### src/sv/sukt_pkg.sv
// Shared types and constants for the sorted unique key table.
// No dependencies; every other file of the block imports this package.
package sukt_pkg;

  localparam int unsigned KEY_W            = 32;
  localparam int unsigned POS_W            = 7;
  localparam int unsigned DEFAULT_CAPACITY = 32;

  // Command codes as they arrive on the command port.
  typedef enum logic [1:0] {
    CMD_INSERT = 2'd0,
    CMD_DELETE = 2'd1,
    CMD_SEARCH = 2'd2,
    CMD_DUMP   = 2'd3
  } cmd_e;

  // Result status codes.
  typedef enum logic [2:0] {
    STATUS_OK       = 3'd0,
    STATUS_DUP      = 3'd1,
    STATUS_NOTFOUND = 3'd2,
    STATUS_FULL     = 3'd3,
    STATUS_EMPTY    = 3'd4
  } status_e;

  // Operation broadcast to every cell of the row.
  typedef enum logic [1:0] {
    OP_HOLD   = 2'd0,
    OP_INSERT = 2'd1,
    OP_DELETE = 2'd2,
    OP_ROTATE = 2'd3
  } cell_op_e;

  // Sequencer states, one-hot.
  typedef enum logic [2:0] {
    S_IDLE = 3'b001,
    S_EXEC = 3'b010,
    S_DUMP = 3'b100
  } state_e;

  // Control group that the sequencer hands to all cells.
  typedef struct packed {
    cell_op_e          op;
    logic signed [KEY_W-1:0] key;
  } cell_ctl_t;

endpackage

### src/sv/sukt_cell.sv
// One cell of the key row: holds one key, compares it with the command key
// and shifts left, right or rotates with its neighbors. Depends on sukt_pkg.
module sukt_cell (
  input  logic                            clk_i,
  input  sukt_pkg::cell_ctl_t             ctl_i,
  input  logic                            valid_i,
  input  logic                            tail_i,
  input  logic                            left_lt_i,
  input  logic signed [sukt_pkg::KEY_W-1:0] left_key_i,
  input  logic signed [sukt_pkg::KEY_W-1:0] right_key_i,
  input  logic signed [sukt_pkg::KEY_W-1:0] wrap_key_i,
  output logic signed [sukt_pkg::KEY_W-1:0] key_o,
  output logic                            lt_o,
  output logic                            eq_o
);
  import sukt_pkg::*;

  logic signed [KEY_W-1:0] key_q, key_d;

  // Compare the held key with the command key; empty cells never match.
  assign lt_o  = valid_i && (key_q < ctl_i.key);
  assign eq_o  = valid_i && (key_q == ctl_i.key);
  assign key_o = key_q;

  // Cells at or above the insertion point move one place toward the tail;
  // cells at or above a deleted key pull from the tail side.
  always_comb begin
    key_d = key_q;
    case (ctl_i.op)
      OP_INSERT: begin
        if (!lt_o) begin
          key_d = left_lt_i ? ctl_i.key : left_key_i;
        end
      end
      OP_DELETE: begin
        if (!lt_o) begin
          key_d = right_key_i;
        end
      end
      OP_ROTATE: begin
        if (valid_i) begin
          key_d = tail_i ? wrap_key_i : right_key_i;
        end
      end
      default: key_d = key_q;
    endcase
  end

  always_ff @(posedge clk_i) begin
    key_q <= key_d;
  end

endmodule

### config.mk
export PLATFORM = sky130hd
export DESIGN_NAME = sukt_cell
export DESIGN_NICKNAME = d
export VERILOG_FILES = /design/src/sv/sukt_pkg.sv /design/src/sv/sukt_cell.sv
export SDC_FILE = /design/constraint.sdc
export NUM_CORES = 1
export LEC_CHECK = 0
export ABC_CLOCK_PERIOD_IN_PS = 5040
export BUFFER_PORTS_ARGS = -buffer_cell sky130_fd_sc_hd__clkbuf_2
export CAP_MARGIN = 20
export CORE_ASPECT_RATIO = 1.5
export CORE_UTILIZATION = 35
export DETAILED_ROUTE_END_ITERATION = 12
export HOLD_SLACK_MARGIN = 0.1
export PLACE_DENSITY = 0.67
export SYNTH_ARGS = -nofsm -noshare
export SYNTH_HDL_FRONTEND = slang
export SYNTH_SLANG_ARGS = --single-unit
export TNS_END_PERCENT = 50
### constraint.sdc
create_clock -name clk_i -period 5.04 [get_ports clk_i]
set_input_delay 0.252 -clock clk_i [delete_from_list [all_inputs] [get_ports clk_i]]
set_output_delay 0.252 -clock clk_i [all_outputs]
set_load 0.01 [all_outputs]
==> summary.md, run 1 <==
| Metric | Value |
|---|---|
| Post-synthesis register bit count | 32 |
| Multi-input gate area | around 0.0017 mm^2 |
| Clk root buf | clkbuf_16 |
| Synthesized area | around 0.0028 mm^2 |
| Area grow syn2layout | 37.0% |
| Grt ovf | 0 |
| Total die area | 0.00847 mm^2 |
| Post_cts resized | 0 |
| Post-layout util | ~50% |
| PwrDens | approximately 240 mW/mm^2 |
| Final Slew Violations | 0 |
| CP max stage cell | nor3_4 |
| Total CTS buffers | 5 |
| Critical Path RT | about 5000 ps |
| Fillers | around 790 |
| Distinct cells, synth | 31 |
| Hold Path Origin | ctl_i[12] |
| RSZ-0062 raised after global routing | false |
| Hold_buf cts | 0 |
| WL final | 7.49 mm |
| ANT cells | 0 |
| Nets@finish | ~630 |
| Final instance area | about 0.0039 mm^2 |
| Warning count from the yosys run | 0 |
| Syn_nets | around 470 |
| Slew margin rel. | 31.8% |
| Initial antenna violation count | 0 |
| Final worst path period need | 3320 ps |
| Setup TNS | 0 ps |
| Max-Cap Viols | 0 |
| Worst Tran Pin Value | just over 1000 ps |
| Max Fanout on Critical Path | 18 |
| Max Buffers Root-to-Sink | 2 |
| Post-synthesis sequential area ratio | about a third |
| Crit path cell chain | ha_1 -> nand4_1 -> nor4_1 -> o41a_1 -> o21a_1 -> a2111oi_2 -> nor3_4 -> buf_4 |
| 1st-iter DRT viols | 60 |
| Crit path DAT | ~3300 ps |
| Synthesized instance count | roughly 300 |
| Post-CTS Repair Setup Buffers | 0 |
| R2R Path Start | key_o[31]$_DFFE_PP_ |
| Layout cells sized above 1 | 39.7% |
| Hold depth | 3 |
| Worst R2R Setup Slack | 1720 ps |
| DP Area | between 0.003 and 0.004 mm^2 |
| Worst Hold Class | in -> reg |
| DRT Pass-1 Iters | 4 |
| Clock Latency Late Sink | between 200 and 300 ps |
| Buf/Inv on CP | 1 |
| Worst Setup End Kind | flop |
| Final-report hold violation count | 0 |
| ANT nets after route | 0 |
| Hold Path Sink | key_o[12]$_DFFE_PP_ |
| RR Endpoint | key_o[16]$_DFFE_PP_ |
| Kind of critical path | reg -> reg |
| Vias in the first global route | between 2000 and 3000 |
| H-tree levels | 2 |
| Vias | 2803 |
| Routed length per placed instance | between 10 and 15 um |
| GRT Resource Usage Total | between 10% and 20% |
| Design Power | between 0.0009 and 0.001 W |
| # DRC | 0 |
| CP delay by family, top | simple AND/OR/NAND/NOR gates |
| Ports | ~170 |
| Worst VDD drop | about 0.15 mV |
| Die Wd | roughly 75 um |
| Max Clock Freq | between 300 and 400 MHz |
| Initial Utilization | 36.8% |
| Core Box Area | approximately 0.0077 mm^2 |
| Leakage | 2.02 nW |
| CP Launch Type | flop |
| Tcrit/Tclk final | 65.9% |
| Die Ht | between 100 and 150 um |
| Final Hold Slack | approximately 350 ps |
| Max reg flops | 32 |
| Clk_skew | between 2 and 2.5 ps |
| Worst reg2reg path depth | 8 |
| IO buf count | 167 |
| EDFF count, synth | 32 |
| FP Rows | 39 |
| Routability cong. | slightly above 0.7 |
| CTS Sinks | 32 |
| Reg clk slew, reported paths | 50 ps |
| CP peak stage delay | 650 ps |
| Global-route wire length before repair | approximately 12 mm |
| Sequential standard cell area | around 960 um^2 |
| Fraction of registers with async set/reset | 0% |
| CTS tree | done |
| Synthesized area per cell | approximately 9.5 um^2 |
| # setup viols final | 0 |
| DP HPWL | roughly 6.0 mm |
| Largest net degree at the start of global routing | 68 |
| Top_reg_cell synth | edfxtp_1 |
| Vias per cell | about 5.0 |
| Run status | complete, no violations |
[cell usage in the layout, fill, tap and decap left out, types with 5 or more instances in the layout]
cell	netlist	routed
ha_1	32	32
inv_1	33	33
nor2b_1	33	33
clkbuf_16	0	5
nand2_1	9	8
edfxtp_1	32	32
clkbuf_2	0	167
a21oi_1	45	45
nand4_1	5	5
a211oi_1	33	33
mux2i_1	32	32
[how the worst max path moves through the flow]
| stage | from | end | cells past startpoint |
|---|---|---|---|
| after detailed placement | key_o[27]$_DFFE_PP_ | key_o[14]$_DFFE_PP_ | 8 |
| after floorplan | key_o[1]$_DFFE_PP_ | key_o[0]$_DFFE_PP_ | 8 |
| after global placement | key_o[31]$_DFFE_PP_ | key_o[25]$_DFFE_PP_ | 8 |
| after global routing | key_o[31]$_DFFE_PP_ | key_o[9]$_DFFE_PP_ | 8 |
| final | key_o[31]$_DFFE_PP_ | key_o[16]$_DFFE_PP_ | 8 |
| after CTS | key_o[27]$_DFFE_PP_ | key_o[9]$_DFFE_PP_ | 8 |
[metal layers]
metal	wire [um]	track usage, %	share of wire [%]	vias to the layer above
met4	117	5.43	1.6	0
li1	-	-	-	1436
met5	0	0	0	-
met2	3950	34.3	53	106
met1	2990	19.4	40	1251
met3	436	3.23	5.8	10
[logic make-up (layout without fill, tap and decap cells)]
logic type	Yosys count	after routing	synth area share, %
mux	32	32	11.3
flops	32	32	33.9
compound gates	90	90	20.2
simple gates	63	63	13.4
buf+inv	50	210	7.15
fa+ha+maj	32	32	14.1
[synth_stat cells, types with 3 or more instances]
master,count,area (um^2)
nand4_1,5,31.3
nor2b_1,33,206
nor3_1,4,20.0
a21oi_1,45,225
edfxtp_1,32,961
inv_1,33,124
clkbuf_1,15,56.3
mux2i_1,32,320
nand2_1,9,33.8
nor2_1,3,11.3
ha_1,32,400
a211oi_1,33,248
[metrics by stage]
| step | setup slack [ps] | std cells |
|---|---|---|
| global placement | 1760 | 554 |
| CTS | 1670 | 561 |
| floorplan | 1520 | 299 |
| finish | 1720 | 561 |
| global route | 1460 | 561 |
| detailed placement | 1700 | 554 |
[layout make-up]
| type | instances | area share (%) |
|---|---|---|
| Multi-Input combinational cell | 217 | 43.3 |
| Clock inverter | 2 | 0.193 |
| Tap cell | 102 | 3.29 |
| Sequential cell | 32 | 24.7 |
| Clock buffer | 5 | 3.22 |
| Timing Repair Buffer | 170 | 22.1 |
| Inverter | 33 | 3.19 |
[power by group]
group / switching, W / total [W] / internal (W)
Combinational: 0.000166 / 0.000306 / 0.000140
Clock: 0.0000996 / 0.000276 / 0.000176
Sequential: 0.0000187 / 0.000360 / 0.000342
[worst register-to-register path, delay by kind of cell, from the launching register on]
family / cells / cell delay [ps]
buffers and inverters: 1 / 390
flip-flops: 1 / 390
adder cells (fa/ha/maj): 1 / 370
AO/OA/AOI/OAI: 3 / 480
AND/OR/NAND/NOR: 3 / 1360
(Power assumes the default switching activity.)
==> run 2, diff against run 1 <==
--- a/config.mk
+++ b/config.mk
@@ -5,7 +5,7 @@
 export SDC_FILE = /design/constraint.sdc
 export NUM_CORES = 1
 export LEC_CHECK = 0
-export ABC_CLOCK_PERIOD_IN_PS = 5040
+export ABC_CLOCK_PERIOD_IN_PS = 3200
 export BUFFER_PORTS_ARGS = -buffer_cell sky130_fd_sc_hd__clkbuf_2
 export CAP_MARGIN = 20
 export CORE_ASPECT_RATIO = 1.5
==> constraint.sdc (replaced) <==
create_clock -name clk_i -period 3.2 [get_ports clk_i]
set_input_delay 0.16 -clock clk_i [delete_from_list [all_inputs] [get_ports clk_i]]
set_output_delay 0.16 -clock clk_i [all_outputs]
set_load 0.01 [all_outputs]
==> run 2 against run 1 <==
Die area stayed put. First-iteration DRC count unchanged. Sequential share of layout area decreased by 0.24 points. Register-to-register slack lost 1300 ps. Total power increased by 68%. Largest cell class unchanged.
==> summary.md, run 2 (same netlist as run 1, synthesis figures left out) <==
| Metric | Value |
|---|---|
| Grt ovf | 0 (unchanged) |
| Run status | complete, no violations (unchanged) |
| Crit path cell chain | ha_1 -> nand4_1 -> nor4_1 -> o41a_1 -> nor3_1 -> a2111oi_2 -> nor3_4 -> buf_4 (was ha_1 -> nand4_1 -> nor4_1 -> o41a_1 -> o21a_1 -> a2111oi_2 -> nor3_4 -> buf_4) |
| Ports | 168 (unchanged) |
| Slew margin rel. | 32.1% (was 31.8%) |
| Layout cells sized above 1 | 39.9% (was 39.7%) |
| Initial Utilization | 36.8% (unchanged) |
| Nets@finish | 626 (was 625) |
| CP max stage cell | nor4_1 (was nor3_4) |
| DRT Pass-1 Iters | 4 (unchanged) |
| Post_cts resized | 0 (unchanged) |
| Worst Hold Class | in -> reg (unchanged) |
| 1st-iter DRT viols | 60 (unchanged) |
| Critical Path RT | 3210 ps (was 4990 ps) |
| ANT cells | 0 (unchanged) |
| R2R Path Start | key_o[31]$_DFFE_PP_ (unchanged) |
| Vias | 2818 (was 2803) |
| Vias in the first global route | 2676 (was 2762) |
| Net Sw Power | 0.000457 W (was 0.000284 W) |
| Max reg flops | 32 (unchanged) |
| Initial antenna violation count | 0 (unchanged) |
| Total CTS buffers | 5 (unchanged) |
| Final-report hold violation count | 0 (unchanged) |
| Design Power | 0.00158 W (was 0.000942 W) |
| Max Clock Freq | 365 MHz (was 301 MHz) |
| Reg clk slew, reported paths | 50 ps (about the same) |
| Switching part of the total power | 28.9% (was 30.1%) |
| Hold Path Origin | ctl_i[21] (was ctl_i[12]) |
| CP peak stage delay | 480 ps (was 650 ps) |
| Commonest non-fill, non-tap cell in the layout | clkbuf_2 (unchanged) |
| # DRC | 0 (unchanged) |
| Max Buffers Root-to-Sink | 2 (unchanged) |
| Vias per cell | 5.01 (was 5.00) |
| Part of the power in combinational logic | 30.7% (was 32.4%) |
| Tcrit/Tclk final | 85.6% (was 65.9%) |
| RSZ-0062 raised after global routing | false (unchanged) |
| Most frequent cells in the layout | 167 x clkbuf_2, 45 x a21oi_1, 33 x inv_1, 33 x nor2b_1, 33 x a211oi_1 (unchanged) |
| Max-Cap Viols | 0 (unchanged) |
| Crit. Startpoint | key_o[31]$_DFFE_PP_ (unchanged) |
| Global-route wire length before repair | 11.5 mm (was 11.8 mm) |
| # setup viols final | 0 (unchanged) |
| CTS Sinks | 32 (unchanged) |
| Routability cong. | 0.761 (was 0.726) |
| Clock share of power | 33.5% (was 29.3%) |
| WL final | 7.40 mm (was 7.49 mm) |
| Die Wd | 75.5 um (unchanged) |
| CTS tree | done (unchanged) |
| Final worst path period need | 2740 ps (was 3320 ps) |
| Routed length per placed instance | 13.1 um (was 13.4 um) |
| Clock Latency Late Sink | 270 ps (about the same) |
| H-tree levels | 2 (unchanged) |
| Post-CTS Repair Setup Buffers | 0 (unchanged) |
| ANT nets after route | 0 (unchanged) |
| Max Fanout on Critical Path | 19 (was 18) |
| Worst Tran Pin Value | 1020 ps (about the same) |
| FP Rows | 39 (unchanged) |
| Leakage | 2.03 nW (was 2.02 nW) |
| Internal | 0.00112 W (was 0.000658 W) |
| Setup TNS | 0 ps (unchanged) |
| Area grow syn2layout | 38.3% (was 37.0%) |
| Core Box Area | 0.00771 mm^2 (unchanged) |
| Die Ht | 112 um (unchanged) |
| GRT Resource Usage Total | 17.9% (was 18.1%) |
| Clk_skew | 3.72 ps (was 2.14 ps) |
| DP HPWL | 6.07 mm (was 5.98 mm) |
| Sequential power share | 35.8% (was 38.3%) |
| Kind of critical path | reg -> reg (unchanged) |
| Clk root buf | clkbuf_16 (unchanged) |
| Final Slew Violations | 0 (unchanged) |
| Total die area | 0.00847 mm^2 (unchanged) |
| IO buf count | 167 (unchanged) |
| Worst VDD drop | 0.207 mV (was 0.150 mV) |
| PwrDens | 403 mW/mm^2 (was 243 mW/mm^2) |
| Worst Setup End Kind | flop (unchanged) |
| CP Launch Type | flop (unchanged) |
| Largest net degree at the start of global routing | 65 (was 68) |
| Crit path DAT | 2750 ps (was 3280 ps) |
| Hold_buf cts | 0 (unchanged) |
[run 2: changes by cell type in the layout (fill, tap and decap cells not counted)]
cell and delta:
buf_4 +1, bufinv_16 +1
[run 2: final cells by class]
class | instances | area (um^2)
Clock buffer | 5 | 125
Clock inverter | 3 | 37.5
Fill cell | 782 | 3790
Inverter | 33 | 124
Multi-Input combinational cell | 217 | 1680
Sequential cell | 32 | 961
Tap cell | 102 | 128
Timing Repair Buffer | 171 | 866
[run 2: worst max-delay path, delay by kind of cell (launching register included)]
| family | cells | cell delay (ps) |
|---|---|---|
| fa+ha+maj | 1 | 370 |
| simple gates | 4 | 810 |
| buf+inv | 1 | 230 |
| compound gates | 2 | 650 |
| flops | 1 | 400 |
[run 2: stage by stage]
stage               setup WS, ps  util [%]  instances  hold WS (ps)  instance area [um^2]
finish                       460      50.9        563           261                  3920
global route                 291      50.9        563           279                  3920
floorplan                    150         -        299           412                  2840
CTS                          437      50.9        563           261                  3920
global placement             483      48.8        555           534                  3760
detailed placement           460      48.8        555           545                  3760
[run 2: worst paths after layout]
check / to / slack, ps / depth (start not counted)
worst min register to register: key_o[7]$_DFFE_PP_ / 1390 / 5
worst max register to register: key_o[1]$_DFFE_PP_ / 460 / 8
worst max-delay path: key_o[1]$_DFFE_PP_ / 460 / 8
worst min-delay path: key_o[21]$_DFFE_PP_ / 260 / 3
[run 2: power groups by stage]
stage / logic (W) / clock network (W) / registers, W
global placement: 0.000483 / 0 / 0.000571
global route: 0.000549 / 0.000554 / 0.000574
detailed placement: 0.000493 / 0 / 0.000576
finish: 0.000485 / 0.000529 / 0.000566
floorplan: 0.000252 / 0 / 0.000599
CTS: 0.000496 / 0.000540 / 0.000568
[run 2: per-layer routing]
metal  wire length (um)  GRT usage [%]  part of all wire, %
met2               3940           33.6                   53
met4                119           4.94                  1.6
met3                464           3.86                  6.3
met1               2880           19.3                   39
met5                  0              0                    0
==> run 3, diff against run 2 <==
--- a/config.mk
+++ b/config.mk
@@ -12,6 +12,7 @@
 export CORE_UTILIZATION = 35
 export DETAILED_ROUTE_END_ITERATION = 12
 export HOLD_SLACK_MARGIN = 0.1
+export MAX_ROUTING_LAYER = met4
 export PLACE_DENSITY = 0.67
 export SYNTH_ARGS = -nofsm -noshare
 export SYNTH_HDL_FRONTEND = slang
==> constraint.sdc (replaced) <==
create_clock -name clk_i -period 3.2 [get_ports clk_i]
set_input_delay 0.32 -clock clk_i [delete_from_list [all_inputs] [get_ports clk_i]]
set_output_delay 0.32 -clock clk_i [all_outputs]
set_load 0.01 [all_outputs]
==> run 3 against run 2 <==
Die area did not move. Sequential share of layout area grew 0.16 points. Combinational power about the same. Cell count is 0.53% lower. Register-to-register slack gained 20 ps. Hold slack gained 160 ps. Count of clock-buffer cells in the layout is the same. Global-route usage is 0.92 points higher. Sequential cell count unchanged.
==> summary.md, run 3 (same netlist as run 1, synthesis figures left out) <==
| Metric | Value |
|---|---|
| Area grow syn2layout | 37.4% (was 38.3%) |
| Hold Path Sink | key_o[1]$_DFFE_PP_ (was key_o[21]$_DFFE_PP_) |
| Post_cts resized | 0 (unchanged) |
| Most Frequent Cell on Critical Path | nor3_1 |
| Final Slew Violations | 0 (unchanged) |
| Post-CTS Repair Setup Buffers | 0 (unchanged) |
| Ports | 168 (unchanged) |
| Vias | 2806 (was 2818) |
| Clock Latency Late Sink | 270 ps (about the same) |
| Worst Tran Pin Value | 903 ps (was 1020 ps) |
| CTS Sinks | 32 (unchanged) |
| CP delay by family, top | simple AND/OR/NAND/NOR gates (unchanged) |
| Worst R2R Setup Slack | 480 ps (was 460 ps) |
| DP Area | 0.00377 mm^2 (was 0.00376 mm^2) |
| Hold depth | 3 (unchanged) |
| Clk_skew | 4.99 ps (was 3.72 ps) |
| Grt ovf | 0 (unchanged) |
| Critical Path RT | 2880 ps (was 3210 ps) |
| Max reg flops | 32 (unchanged) |
| H-tree levels | 2 (unchanged) |
| Final worst setup slack | 456 ps (was 460 ps) |
| CTS tree | done (unchanged) |
| Routability cong. | 0.715 (was 0.761) |
| Layout cells sized above 1 | 40.0% (was 39.9%) |
| Max Fanout on Critical Path | 4 (was 19) |
| Worst reg2reg path depth | 8 (unchanged) |
| Die Wd | 75.5 um (unchanged) |
| Clk root buf | clkbuf_16 (unchanged) |
| PwrDens | 379 mW/mm^2 (was 403 mW/mm^2) |
| Crit path DAT | 2420 ps (was 2750 ps) |
| CP max stage cell | nor4_1 (unchanged) |
| R2R Path Start | key_o[31]$_DFFE_PP_ (unchanged) |
| Tcrit/Tclk final | 85.7% (was 85.6%) |
| DP HPWL | 6.07 mm (about the same) |
| Hold_buf cts | 0 (unchanged) |
| Reg clk slew, reported paths | 50 ps (about the same) |
| FP Rows | 39 (unchanged) |
| 1st-iter DRT viols | 89 (was 60) |
| Setup TNS | 0 ps (unchanged) |
| Crit path cell chain | ha_1 -> nand4_1 -> nor4_1 -> o41a_1 -> nor3_1 -> nor3_1 -> clkbuf_2 (was ha_1 -> nand4_1 -> nor4_1 -> o41a_1 -> nor3_1 -> a2111oi_2 -> nor3_4 -> buf_4) |
| Kind of critical path | reg -> out (was reg -> reg) |
| Pre-CTS WS | 410 ps (was 460 ps) |
| Vias in the first global route | 2678 (was 2676) |
| RR Endpoint | key_o[28]$_DFFE_PP_ (was key_o[1]$_DFFE_PP_) |
| Vias per cell | 5.01 (about the same) |
| Routed length per placed instance | 13.5 um (was 13.1 um) |
| Max Clock Freq | 364 MHz (was 365 MHz) |
| Die Ht | 112 um (unchanged) |
| Slew margin rel. | 39.8% (was 32.1%) |
| # DRC | 0 (unchanged) |
| Final-report hold violation count | 0 (unchanged) |
| Worst Setup End Kind | primary output (was flop) |
| Global-route wire length before repair | 11.8 mm (was 11.5 mm) |
| Run status | complete, no violations (unchanged) |
| Largest net degree at the start of global routing | 65 (unchanged) |
| Hold Path Origin | ctl_i[1] (was ctl_i[21]) |
| Total die area | 0.00847 mm^2 (unchanged) |
| Initial Utilization | 36.8% (unchanged) |
| Leakage | 2.02 nW (was 2.03 nW) |
| Max Buffers Root-to-Sink | 2 (unchanged) |
| GRT Resource Usage Total | 18.8% (was 17.9%) |
| IO buf count | 167 (unchanged) |
| Max-Cap Viols | 0 (unchanged) |
| Total CTS buffers | 5 (unchanged) |
| ANT cells | 0 (unchanged) |
| # setup viols final | 0 (unchanged) |
| Most frequent cells in the layout | 167 x clkbuf_2, 45 x a21oi_1, 33 x inv_1, 33 x nor2b_1, 33 x a211oi_1 (unchanged) |
| Buf/Inv on CP | 1 (unchanged) |
| Worst VDD drop | 0.217 mV (was 0.207 mV) |
| Commonest non-fill, non-tap cell in the layout | clkbuf_2 (unchanged) |
| CP Launch Type | flop (unchanged) |
| CP peak stage delay | 500 ps (was 480 ps) |
| Final worst path period need | 2740 ps (about the same) |
| RSZ-0062 raised after global routing | false (unchanged) |
| Worst Hold Class | in -> reg (unchanged) |
| DRT Pass-1 Iters | 4 (unchanged) |
| WL final | 7.55 mm (was 7.40 mm) |
| Nets@finish | 626 (unchanged) |
| Core Box Area | 0.00771 mm^2 (unchanged) |
| Initial antenna violation count | 0 (unchanged) |
| ANT nets after route | 0 (unchanged) |
| Final instance area | 0.00390 mm^2 (was 0.00392 mm^2) |
[run 3: per-layer routing]
metal | GRT usage [%] | share of wire [%]
met1 | 20.8 | 42
met2 | 34.2 | 52
met3 | 2.69 | 5.1
met4 | 4.81 | 1.0
met5 | - | 0
[run 3: worst register-to-register path, stage by stage (launching register included)]
cell       delay, ps
edfxtp_1         380
ha_1             370
nand4_1          190
nor4_1           500
o41a_1           260
nor3_1            70
a2111oi_2        410
nor3_4           100
buf_12           200
[run 3: per-stage QoR]
| stage | std cells | total power (W) | util, % | hold WS [ps] |
|---|---|---|---|---|
| after floorplan | 299 | 0.000851 | - | 572 |
| after global placement | 555 | 0.00106 | 48.9 | 692 |
| after detailed placement | 555 | 0.00107 | 48.9 | 702 |
| after CTS | 560 | 0.00151 | 50.5 | 413 |
| after global routing | 560 | 0.00158 | 50.5 | 448 |
| final | 560 | 0.00148 | 50.5 | 425 |
[run 3: area by class of cell]
class / instances / area [um^2]
Inverter: 33 / 124
Tap cell: 102 / 128
Multi-Input combinational cell: 217 / 1680
Sequential cell: 32 / 961
Fill cell: 779 / 3810
Timing Repair Buffer: 171 / 878
Clock buffer: 5 / 125
[run 3: worst max path at each step]
stage | from | end | slack [ps] | cells after the start
floorplan | key_o[1]$_DFFE_PP_ | key_o[0]$_DFFE_PP_ | 150 | 8
global placement | ctl_i[31] | key_o[13]$_DFFE_PP_ | 460 | 10
detailed placement | ctl_i[31] | key_o[12]$_DFFE_PP_ | 410 | 10
CTS | key_o[27]$_DFFE_PP_ | lt_o | 410 | 7
global route | key_o[31]$_DFFE_PP_ | lt_o | 280 | 7
finish | key_o[31]$_DFFE_PP_ | lt_o | 460 | 7
[run 3: report_power, final]
group / total, W / internal (W) / switching (W) / leakage, nW
sequential: 0.000567 / 0.000538 / 0.0000293 / 0.311
combinational: 0.000487 / 0.000225 / 0.000262 / 1.65
clock: 0.000421 / 0.000274 / 0.000148 / 0.0616
total: 0.00148 / 0.00104 / 0.000439 / 2.02
